## config.mk

```make
export PLATFORM = sky130hd
export DESIGN_NAME = escaped_frame_deframer
export DESIGN_NICKNAME = d
export VERILOG_FILES = /design/src/efd_pkg.sv /design/src/efd_parser.sv /design/src/efd_skid.sv /design/src/escaped_frame_deframer.sv
export SDC_FILE = /design/constraint.sdc
export NUM_CORES = 1
export LEC_CHECK = 0
export ABC_AREA = 0
export BUFFER_PORTS_ARGS = -buffer_cell sky130_fd_sc_hd__buf_2
export CAP_MARGIN = 20
export CORE_ASPECT_RATIO = 1.2
export CORE_MARGIN = 4
export CORE_UTILIZATION = 59
export CTS_BUF_LIST = sky130_fd_sc_hd__clkbuf_16
export DETAILED_ROUTE_END_ITERATION = 7
export HOLD_SLACK_MARGIN = 0.15
export PLACE_DENSITY = 0.82
export SETUP_SLACK_MARGIN = 0.02
export SLEW_MARGIN = 20
export SYNTH_ARGS = -nofsm -noshare
export SYNTH_HDL_FRONTEND = slang
export SYNTH_HIERARCHICAL = 1
export SYNTH_SLANG_ARGS = --single-unit
```

## constraint.sdc

```tcl
create_clock -name clock -period 4.8 [get_ports clock]
set_input_delay 0.96 -clock clock [delete_from_list [all_inputs] [get_ports clock]]
set_output_delay 0.96 -clock clock [all_outputs]
set_load 0.02 [all_outputs]
```

## src/efd_pkg.sv

```systemverilog
package efd_pkg;

   // Frame geometry and sizes.
   localparam int BUFFER_BYTES = 128;
   localparam int HEADER_BYTES = 3;
   localparam int CAPACITY     = BUFFER_BYTES - HEADER_BYTES;
   localparam int CNT_W        = $clog2(CAPACITY + 1);
   localparam int BYTE_W       = 8;
   localparam int INDEX_W      = 7;
   localparam int RSP_DATA_W   = 32;

   // Special line bytes.
   localparam logic [BYTE_W-1:0] SYN_BYTE = 8'hFF;
   localparam logic [BYTE_W-1:0] ESC_BYTE = 8'hFD;

   // Parser stages.
   typedef enum logic [2:0] {
      ST_WAIT   = 3'd0,
      ST_CMD    = 3'd1,
      ST_SIZE   = 3'd2,
      ST_DATA   = 3'd3,
      ST_IGNORE = 3'd4
   } stage_type;

   // One result beat as produced by the parser.
   typedef struct packed {
      logic [BYTE_W-1:0]  command;
      logic [BYTE_W-1:0]  declared_size;
      logic [BYTE_W-1:0]  payload_byte;
      logic [INDEX_W-1:0] byte_index;
      logic               is_checksum_byte;
      logic               checksum_ok;
   } result_type;

   // Occupancy of the output skid stage.
   typedef struct packed {
      logic main_valid;
      logic skid_valid;
   } skid_status_type;

endpackage

```

## src/efd_parser.sv

```systemverilog
module efd_parser (
   input  logic                             clock,
   input  logic                             reset,
   input  logic                             accept,
   input  logic [efd_pkg::BYTE_W-1:0]       rx_byte,
   input  logic                             chunk_end,
   output logic                             res_valid,
   output efd_pkg::result_type              res
);

   efd_pkg::stage_type               stage_ff, stage_in;
   logic                             esc_ff, esc_in;
   logic [efd_pkg::BYTE_W-1:0]       sum_ff, sum_in;
   logic [efd_pkg::BYTE_W-1:0]       cmd_ff, cmd_in;
   logic [efd_pkg::BYTE_W-1:0]       size_ff, size_in;
   logic [efd_pkg::CNT_W-1:0]        count_ff, count_in;

   logic                             is_syn;
   logic                             active;
   logic                             take;
   logic [efd_pkg::BYTE_W-1:0]       value;
   logic [efd_pkg::BYTE_W-1:0]       sum_add;
   logic                             closing;
   logic [efd_pkg::CNT_W:0]          count_inc;

   // Unescaping and running checksum, shared by both blocks below.
   assign is_syn    = (rx_byte == efd_pkg::SYN_BYTE);
   assign active    = (stage_ff == efd_pkg::ST_CMD) || (stage_ff == efd_pkg::ST_SIZE) ||
                      (stage_ff == efd_pkg::ST_DATA);
   assign value     = esc_ff ? rx_byte + 8'd1 : rx_byte;
   assign take      = esc_ff || (rx_byte != efd_pkg::ESC_BYTE);
   assign sum_add   = sum_ff + value;
   assign closing   = (32'(count_ff) == 32'(size_ff));
   assign count_inc = {1'b0, count_ff} + 1'b1;

   // Next state of the parser.
   always_comb begin
      stage_in = stage_ff;
      esc_in   = esc_ff;
      sum_in   = sum_ff;
      cmd_in   = cmd_ff;
      size_in  = size_ff;
      count_in = count_ff;
      if (accept) begin
         if (is_syn) begin
            stage_in = efd_pkg::ST_CMD;
            esc_in   = 1'b0;
            sum_in   = efd_pkg::SYN_BYTE;
            cmd_in   = '0;
            size_in  = '0;
            count_in = '0;
         end else if (active) begin
            esc_in = !esc_ff && (rx_byte == efd_pkg::ESC_BYTE);
            if (take) begin
               sum_in = sum_add;
               unique case (stage_ff)
                  efd_pkg::ST_CMD: begin
                     if (value != '0) begin
                        cmd_in   = value;
                        stage_in = efd_pkg::ST_SIZE;
                     end
                  end
                  efd_pkg::ST_SIZE: begin
                     size_in  = value;
                     count_in = '0;
                     stage_in = efd_pkg::ST_DATA;
                  end
                  default: begin
                     count_in = count_inc[efd_pkg::CNT_W-1:0];
                     if (closing || (32'(count_inc) >= efd_pkg::CAPACITY)) begin
                        stage_in = efd_pkg::ST_IGNORE;
                     end
                  end
               endcase
            end
         end
         // A chunk boundary always drops the parser back to hunting for SYN.
         if (chunk_end) begin
            stage_in = efd_pkg::ST_WAIT;
            esc_in   = 1'b0;
         end
      end
   end

   // Result beat for a taken payload or checksum byte.
   always_comb begin
      res_valid            = accept && !is_syn && take && (stage_ff == efd_pkg::ST_DATA);
      res.command          = cmd_ff;
      res.declared_size    = size_ff;
      res.payload_byte     = value;
      res.byte_index       = efd_pkg::INDEX_W'(count_ff);
      res.is_checksum_byte = closing;
      res.checksum_ok      = closing && (sum_add == '0);
   end

   // Control state.
   always_ff @(posedge clock) begin
      if (reset) begin
         stage_ff <= efd_pkg::ST_WAIT;
         esc_ff   <= 1'b0;
         sum_ff   <= '0;
         cmd_ff   <= '0;
         size_ff  <= '0;
         count_ff <= '0;
      end else begin
         stage_ff <= stage_in;
         esc_ff   <= esc_in;
         sum_ff   <= sum_in;
         cmd_ff   <= cmd_in;
         size_ff  <= size_in;
         count_ff <= count_in;
      end
   end

endmodule

```

## src/efd_skid.sv

```systemverilog
module efd_skid (
   input  logic                     clock,
   input  logic                     reset,
   input  logic                     push,
   input  efd_pkg::result_type      push_data,
   output logic                     space,
   output logic                     out_valid,
   input  logic                     out_ready,
   output efd_pkg::result_type      out_data,
   output efd_pkg::skid_status_type status
);

   logic                main_valid_ff, main_valid_in;
   logic                skid_valid_ff, skid_valid_in;
   efd_pkg::result_type main_ff, main_in;
   efd_pkg::result_type skid_ff, skid_in;
   logic                pop;

   // Space is taken from a register so the ready path does not cross the block.
   assign space     = !skid_valid_ff;
   assign out_valid = main_valid_ff;
   assign out_data  = main_ff;
   assign pop       = main_valid_ff && out_ready;
   assign status    = '{main_valid: main_valid_ff, skid_valid: skid_valid_ff};

   // Two-entry output stage: the main register faces the consumer, the skid catches
   // a beat that arrives while the main one is stalled.
   always_comb begin
      main_valid_in = main_valid_ff;
      skid_valid_in = skid_valid_ff;
      main_in       = main_ff;
      skid_in       = skid_ff;
      if (skid_valid_ff) begin
         if (pop) begin
            main_in       = skid_ff;
            skid_valid_in = 1'b0;
         end
      end else if (push) begin
         if (!main_valid_ff || pop) begin
            main_in       = push_data;
            main_valid_in = 1'b1;
         end else begin
            skid_in       = push_data;
            skid_valid_in = 1'b1;
         end
      end else if (pop) begin
         main_valid_in = 1'b0;
      end
   end

   // Valid flags.
   always_ff @(posedge clock) begin
      if (reset) begin
         main_valid_ff <= 1'b0;
         skid_valid_ff <= 1'b0;
      end else begin
         main_valid_ff <= main_valid_in;
         skid_valid_ff <= skid_valid_in;
      end
   end

   // Payload registers.
   always_ff @(posedge clock) begin
      main_ff <= main_in;
      skid_ff <= skid_in;
   end

endmodule

```

## src/escaped_frame_deframer.sv

```systemverilog
// Escaped frame deframer. Takes one raw serial byte per input beat and, for each
// unescaped payload or checksum byte of a frame (SYN 0xFF, command, size, payload,
// checksum), returns one result beat carrying the frame's command and size, the
// byte, its index after the header, a last flag on the checksum byte and, there,
// the checksum verdict. 0xFF always restarts the parser; 0xFD escapes the next
// byte (taken plus one); tlast on the input ends a chunk and the parser then waits
// for a new SYN. The block takes one beat every cycle: the per-byte parser update
// sits between the parser state registers and a two-entry output register, so a
// stalled consumer holds input only once both output entries are full. A result is
// registered in the main output entry, or in the skid entry behind a stalled one.
module escaped_frame_deframer (
   input  logic        clock,
   input  logic        reset,
   input  logic        req_tvalid,
   output logic        req_tready,
   input  logic [7:0]  req_tdata,   // [7:0] rx_byte
   input  logic        req_tlast,   // chunk_end
   output logic        rsp_tvalid,
   input  logic        rsp_tready,
   output logic [efd_pkg::RSP_DATA_W-1:0] rsp_tdata,
                                    // [7:0] command, [15:8] declared_size,
                                    // [23:16] payload_byte, [30:24] byte_index, [31] zero
   output logic        rsp_tlast,   // is_checksum_byte
   output logic        rsp_tuser    // checksum_ok
);

   logic                     accept;
   logic                     res_valid;
   efd_pkg::result_type      res;
   efd_pkg::result_type      out_data;
   efd_pkg::skid_status_type status;

   assign accept = req_tvalid && req_tready;

   // Per-byte parser.
   efd_parser u_parser (
      .clock     (clock),
      .reset     (reset),
      .accept    (accept),
      .rx_byte   (req_tdata),
      .chunk_end (req_tlast),
      .res_valid (res_valid),
      .res       (res)
   );

   // Output register with skid entry.
   efd_skid u_skid (
      .clock     (clock),
      .reset     (reset),
      .push      (res_valid),
      .push_data (res),
      .space     (req_tready),
      .out_valid (rsp_tvalid),
      .out_ready (rsp_tready),
      .out_data  (out_data),
      .status    (status)
   );

   // Pack the result beat.
   assign rsp_tdata = {1'b0, out_data.byte_index, out_data.payload_byte,
                       out_data.declared_size, out_data.command};
   assign rsp_tlast = out_data.is_checksum_byte;
   assign rsp_tuser = out_data.checksum_ok;

`ifndef ASSERT_OFF
   // The skid entry is only ever filled behind an occupied main entry.
   a_skid_behind_main: assert property (@(posedge clock) disable iff (reset)
      status.skid_valid |-> status.main_valid)
      else $error("skid entry valid while main entry empty");

   // A new result arriving at a stalled, occupied output must land in the skid entry.
   a_stall_to_skid: assert property (@(posedge clock) disable iff (reset)
      (res_valid && status.main_valid && !rsp_tready) |=> status.skid_valid)
      else $error("result lost at stalled output");

   // A good checksum is only reported on the closing byte of a frame.
   a_ok_on_last: assert property (@(posedge clock) disable iff (reset)
      (rsp_tvalid && rsp_tuser) |-> rsp_tlast)
      else $error("checksum_ok set on a non-checksum beat");
`endif

endmodule

```

; ---- After elaboration in Yosys (flattened, before gate mapping)
; Cells that the tools add are included.
[totals]
word_cells = 113
output_inout_bits = 36
input_bits = 13
reg_bits = 103
[classes]
bitwise_logic = 2
addsub = 3
magnitude_cmp = 1
mux = 38
n_reduce_logical = 38
n_eq_ne = 11
[op_table]
columns = cell, count
row1 = $mux W33, 4
row2 = $mux W8, 13
row3 = $mux W7, 3
row4 = $mux W3, 6
row5 = $eq A8 B8 Y1 const B, 2
row6 = $reduce_bool A2 Y1, 8
row7 = $pmux W7 S2, 1
row8 = $reduce_and A3 Y1, 4
row9 = $mux W1, 10
row10 = $reduce_and A5 Y1, 2
row11 = $add A7 B1 Y8 const B, 1
row12 = $add A8 B1 Y8 const B, 1
row13 = $add A8 B8 Y8, 1
row14 = $eq A7 B8 Y1, 1
row15 = $ge A8 B7 Y1 const B, 1
row16 = $logic_not A8 Y1, 1
row17 = $ne A8 B8 Y1 const B, 1
row18 = $reduce_and A4 Y1, 2
row19 = $reduce_bool A8 Y1, 1
row20 = $logic_and A1 B1 Y1, 7
row21 = $eq A3 B2 Y1 const B, 2
row22 = $pmux W3 S2, 1
row23 = $reduce_bool A3 Y1, 2
row24 = $logic_or A1 B1 Y1, 5
row25 = other kinds (8), 13

; ---- Longest topological paths before layout
[logic_depth]
word_depth = 9
depth_mapped = 12

; ---- Cells and area by module
; The synthesis kept the hierarchy.
[by_module_without_submodules]
columns = mod, area_each_um2, seq_area_each_um2, cells_per_inst, instances
row1 = efd_skid, 2519.9, 2021.9, 118, 1
row2 = efd_parser, 2264.7, 700.7, 266, 1
row3 = escaped_frame_deframer, 17.5, 0.0, 3, 1

; ---- Worst setup path after synthesis
; No wires, ideal clock.
[synth_path]
path_type = input-to-reg
start = input req_tdata[0]
end = register u_skid.main_ff (netlist bit u_skid/out_data[0]), enable pin
arrival_ns = 3.861
n_path_buf = 2
path_stages = 7
required_ns = 4.366
setup_time_ns = 0.434
setup_slack_ns = 0.505
cell_sequence = ha_1 -> buf_2 -> o21ai_0 -> and4_1 -> buf_1 -> mux2i_1 -> a21oi_1
[synth_via]
elab_chain_len = 7
[synth_rtl]
columns = item, line_no
row1 = "start, declared", escaped_frame_deframer.sv:16  ; input logic [7:0] req_tdata,
row2 = $eq A8 B8 Y1, efd_parser.sv:27  ; assign is_syn = (rx_byte == efd_pkg::SYN_BYTE);
row3 = $logic_not A1 Y1, efd_parser.sv:87  ; res_valid = accept && !is_syn && take && (stage_ff == efd_pkg::ST_DATA);
row4 = $logic_and A1 B1 Y1, efd_parser.sv:87
row5 = $logic_and A1 B1 Y1 * (2 in series), efd_parser.sv:87
row6 = via res_valid, escaped_frame_deframer.sv:28  ; logic res_valid;
row7 = $reduce_bool A2 Y1 (no line) *, --
row8 = $reduce_and A3 Y1 (no line) *, --
row9 = "end signal, assigned", efd_skid.sv:64  ; main_ff <= main_in;
row10 = "end, declared", efd_skid.sv:15  ; efd_pkg::result_type main_ff, main_in;
; Mark *: on every way through the listed nets, which the timed path passes. The rest lies on a longest branch.
; A chain may end at the register's enable or synchronous reset.

==> results.yml <==
outcome:
  outcome: "complete, no violations"
worst_setup_path:
  crit_slowest_cell: "xnor2_1"
  cp_slowest_stage_delay_ns: 0.48
  r2r_slack_ns: 1.65
  endpoint: "u_skid/out_data[0]$_DFFE_PP_"
  worstReg2RegEnd: "u_skid/out_data[0]$_DFFE_PP_"
  cp.arrival_ns: 3.74
  worstSetupStartpoint: "req_tdata[0]"
  r2r-start: "u_parser/esc_ff$_SDFFE_PP0P_"
  crit_path_end_kind: "register"
  start_kind: "input pin"
  required_ns: 4.90
  worstSetupPathType: "input pin to register"
  crit_chain: "buf_2 -> ha_1 -> nand4_1 -> xnor2_1 -> ha_1 -> a21o_1 -> a21oi_1 -> o31ai_1 -> a21oi_1 -> xnor2_1 -> and4_1 -> mux2_2"
  crit_path_max_fanout: 10
  rr_worst_depth: 11
drt:
  wirelength_mm: 9.87
  wl_per_cell_um: 18.8
  viasPerCell: 6.23
  drc: 0
  num_vias: 3266
  drtAntennaViolNets: 0
  drtIter0Drc: 229
  firstDrtPassIters: 5
finish:
  final_cell_area_um2: 5390
  drive_gt1_share_pct: 25.5
  area_growth_pct: 12.6
  n_antenna_cell: 0
  final_nets: 453
clock_network:
  insertion_delay_ns: 0.34
  cts_buffer_depth: 2
  root_buffer: "clkbuf_16"
  postCtsHoldBufs: 0
  cts_inserted_buffers: 9
  postCtsSetupBuffers: 0
  cts_resized: 0
  tritoncts: "built"
  clock-sinks: 103
  h-tree-depth: 3
  clkTransAtPathRegs_ns: 0.08
power:
  p_leak_nw: 2.00
  powerDensity_nw_per_um2: 316
  peakVddDrop_v: 0.000169
timing:
  relSlewSlack_pct: 48.6
  finalSetupViolCount: 0
  finalCritPeriodShare_pct: 75.8
  drv_slew: 0
  skew_ns: 0.0104
  fin_crit_ns: 3.64
  fmax_ghz: 0.275
  final-hold-violation-count: 0
  tightestPinTransition_ns: 0.768
  rsz0062_at_grt: "no"
  fin_tns_setup_ns: 0
worst_hold_path:
  min_path_type: "register to register"
die:
  die_area_um2: 9620
  dieHeight_um: 107
  io_pins: 49
  dieWidth_um: 90.2
  core_area_um2: 7790
  rows: 35
  initial_core_util_pct: 61.4
grt:
  grt_pass1_wl_mm: 16.2
  antenna_found_initial: 0
  gr-total-overflow: 0
  grt_max_degree: 39
  first_global_vias: 3180
  track_usage_pct: 21.1
yosys:
  synth.avg_cell_area_um2: 12.4
  synth_fp_nets: 411
  synth_cells: 385
  syn-cell-area_um2: 4790
  synth_warnings: 6
flow_run:
  cap_viol_max_count: 0
placement:
  place_area_um2: 5060
  port_buffers: 47
  gp_congestion: 0.937
  hpwl_mm: 6.52
## final cells by class
| type | count | area [µm²] |
|---|---|---|
| clock buffer | 9 | 225 |
| clock inverter | 7 | 71.3 |
| fill | 528 | 2400 |
| inverter | 12 | 45.0 |
| multi-input combinational | 249 | 1920 |
| sequential | 103 | 2720 |
| tap | 92 | 115 |
| timing repair buffer | 52 | 293 |
## report_power, final
group	leakage [nW]	switching, mW	internal [mW]	total, mW
registers	0.942	0.000898	0.933	0.934
clock network	0.146	0.340	0.367	0.707
logic	0.913	0.0406	0.0224	0.0630
## routing by layer
layer	global-route usage, %	up-vias	wire (µm)
met2	36.4	140	4880
met5	0	-	0
li1	-	1535	-
met4	7.11	0	188
met3	4.42	19	638
met1	26.7	1572	4170
## through the flow
stage	hold WS [ns]	setup WS [ns]	instances	power [mW]	utilization (%)
global placement	0.445	1.01	507	1.01	64.9
floorplan	0.424	0.505	385	0.994	-
global route	0.492	0.934	524	1.76	69.2
CTS	0.471	1.17	523	1.72	68.7
detailed placement	0.448	0.872	507	1.02	64.9
finish	0.468	1.16	524	1.70	69.2
## worst min path at each step
stage / from / endpoint / depth (start not counted)
after global routing: u_parser/cmd_ff[5]$_SDFFE_PP0P_ / u_skid/skid_ff[30]$_DFFE_PP_ / 0
final: u_parser/cmd_ff[5]$_SDFFE_PP0P_ / u_skid/skid_ff[30]$_DFFE_PP_ / 0
after CTS: u_parser/cmd_ff[5]$_SDFFE_PP0P_ / u_skid/skid_ff[30]$_DFFE_PP_ / 0
after detailed placement: u_parser/cmd_ff[5]$_SDFFE_PP0P_ / u_skid/skid_ff[30]$_DFFE_PP_ / 0
after floorplan: u_parser/count_ff[2]$_SDFFE_PP0P_ / u_skid/skid_ff[4]$_DFFE_PP_ / 0
after global placement: u_parser/cmd_ff[6]$_SDFFE_PP0P_ / u_skid/skid_ff[31]$_DFFE_PP_ / 0
## cells in the final DEF (no fill, tap or decap), types with 7 or more instances in the layout
cell and instances:
edfxtp_1 66, buf_2 47, dfxtp_1 37, mux2_2 32, nor2_1 27, nand2_1 23, xnor2_1 18, a21oi_1 18
inv_1 12, a211oi_1 12, ha_1 12, nand4_1 10, clkbuf_16 9, a22o_1 7
## registers in the layout, summed over array words and instances (netlist names)
register and flops:
u_skid/skid_ff 33, u_parser/cmd_ff 8, u_skid/out_data 33, u_parser/size_ff 8, u_skid/out_valid 1, u_parser/count_ff 7, u_parser/stage_ff 3, u_parser/sum_ff 8
u_parser/esc_ff 1, u_skid/skid_valid_ff 1
## worst max-delay path: cells and delay by family
kind / cells / cell delay, ns
AOI/OAI and AO/OA: 4 / 0.67
adders and majority gates: 2 / 0.78
muxes: 1 / 0.26
xor gates and xnor gates: 2 / 0.58
buffers and inverters: 1 / 0.15
and+or+nand+nor: 2 / 0.32
Power figures use the tool's default switching activity.
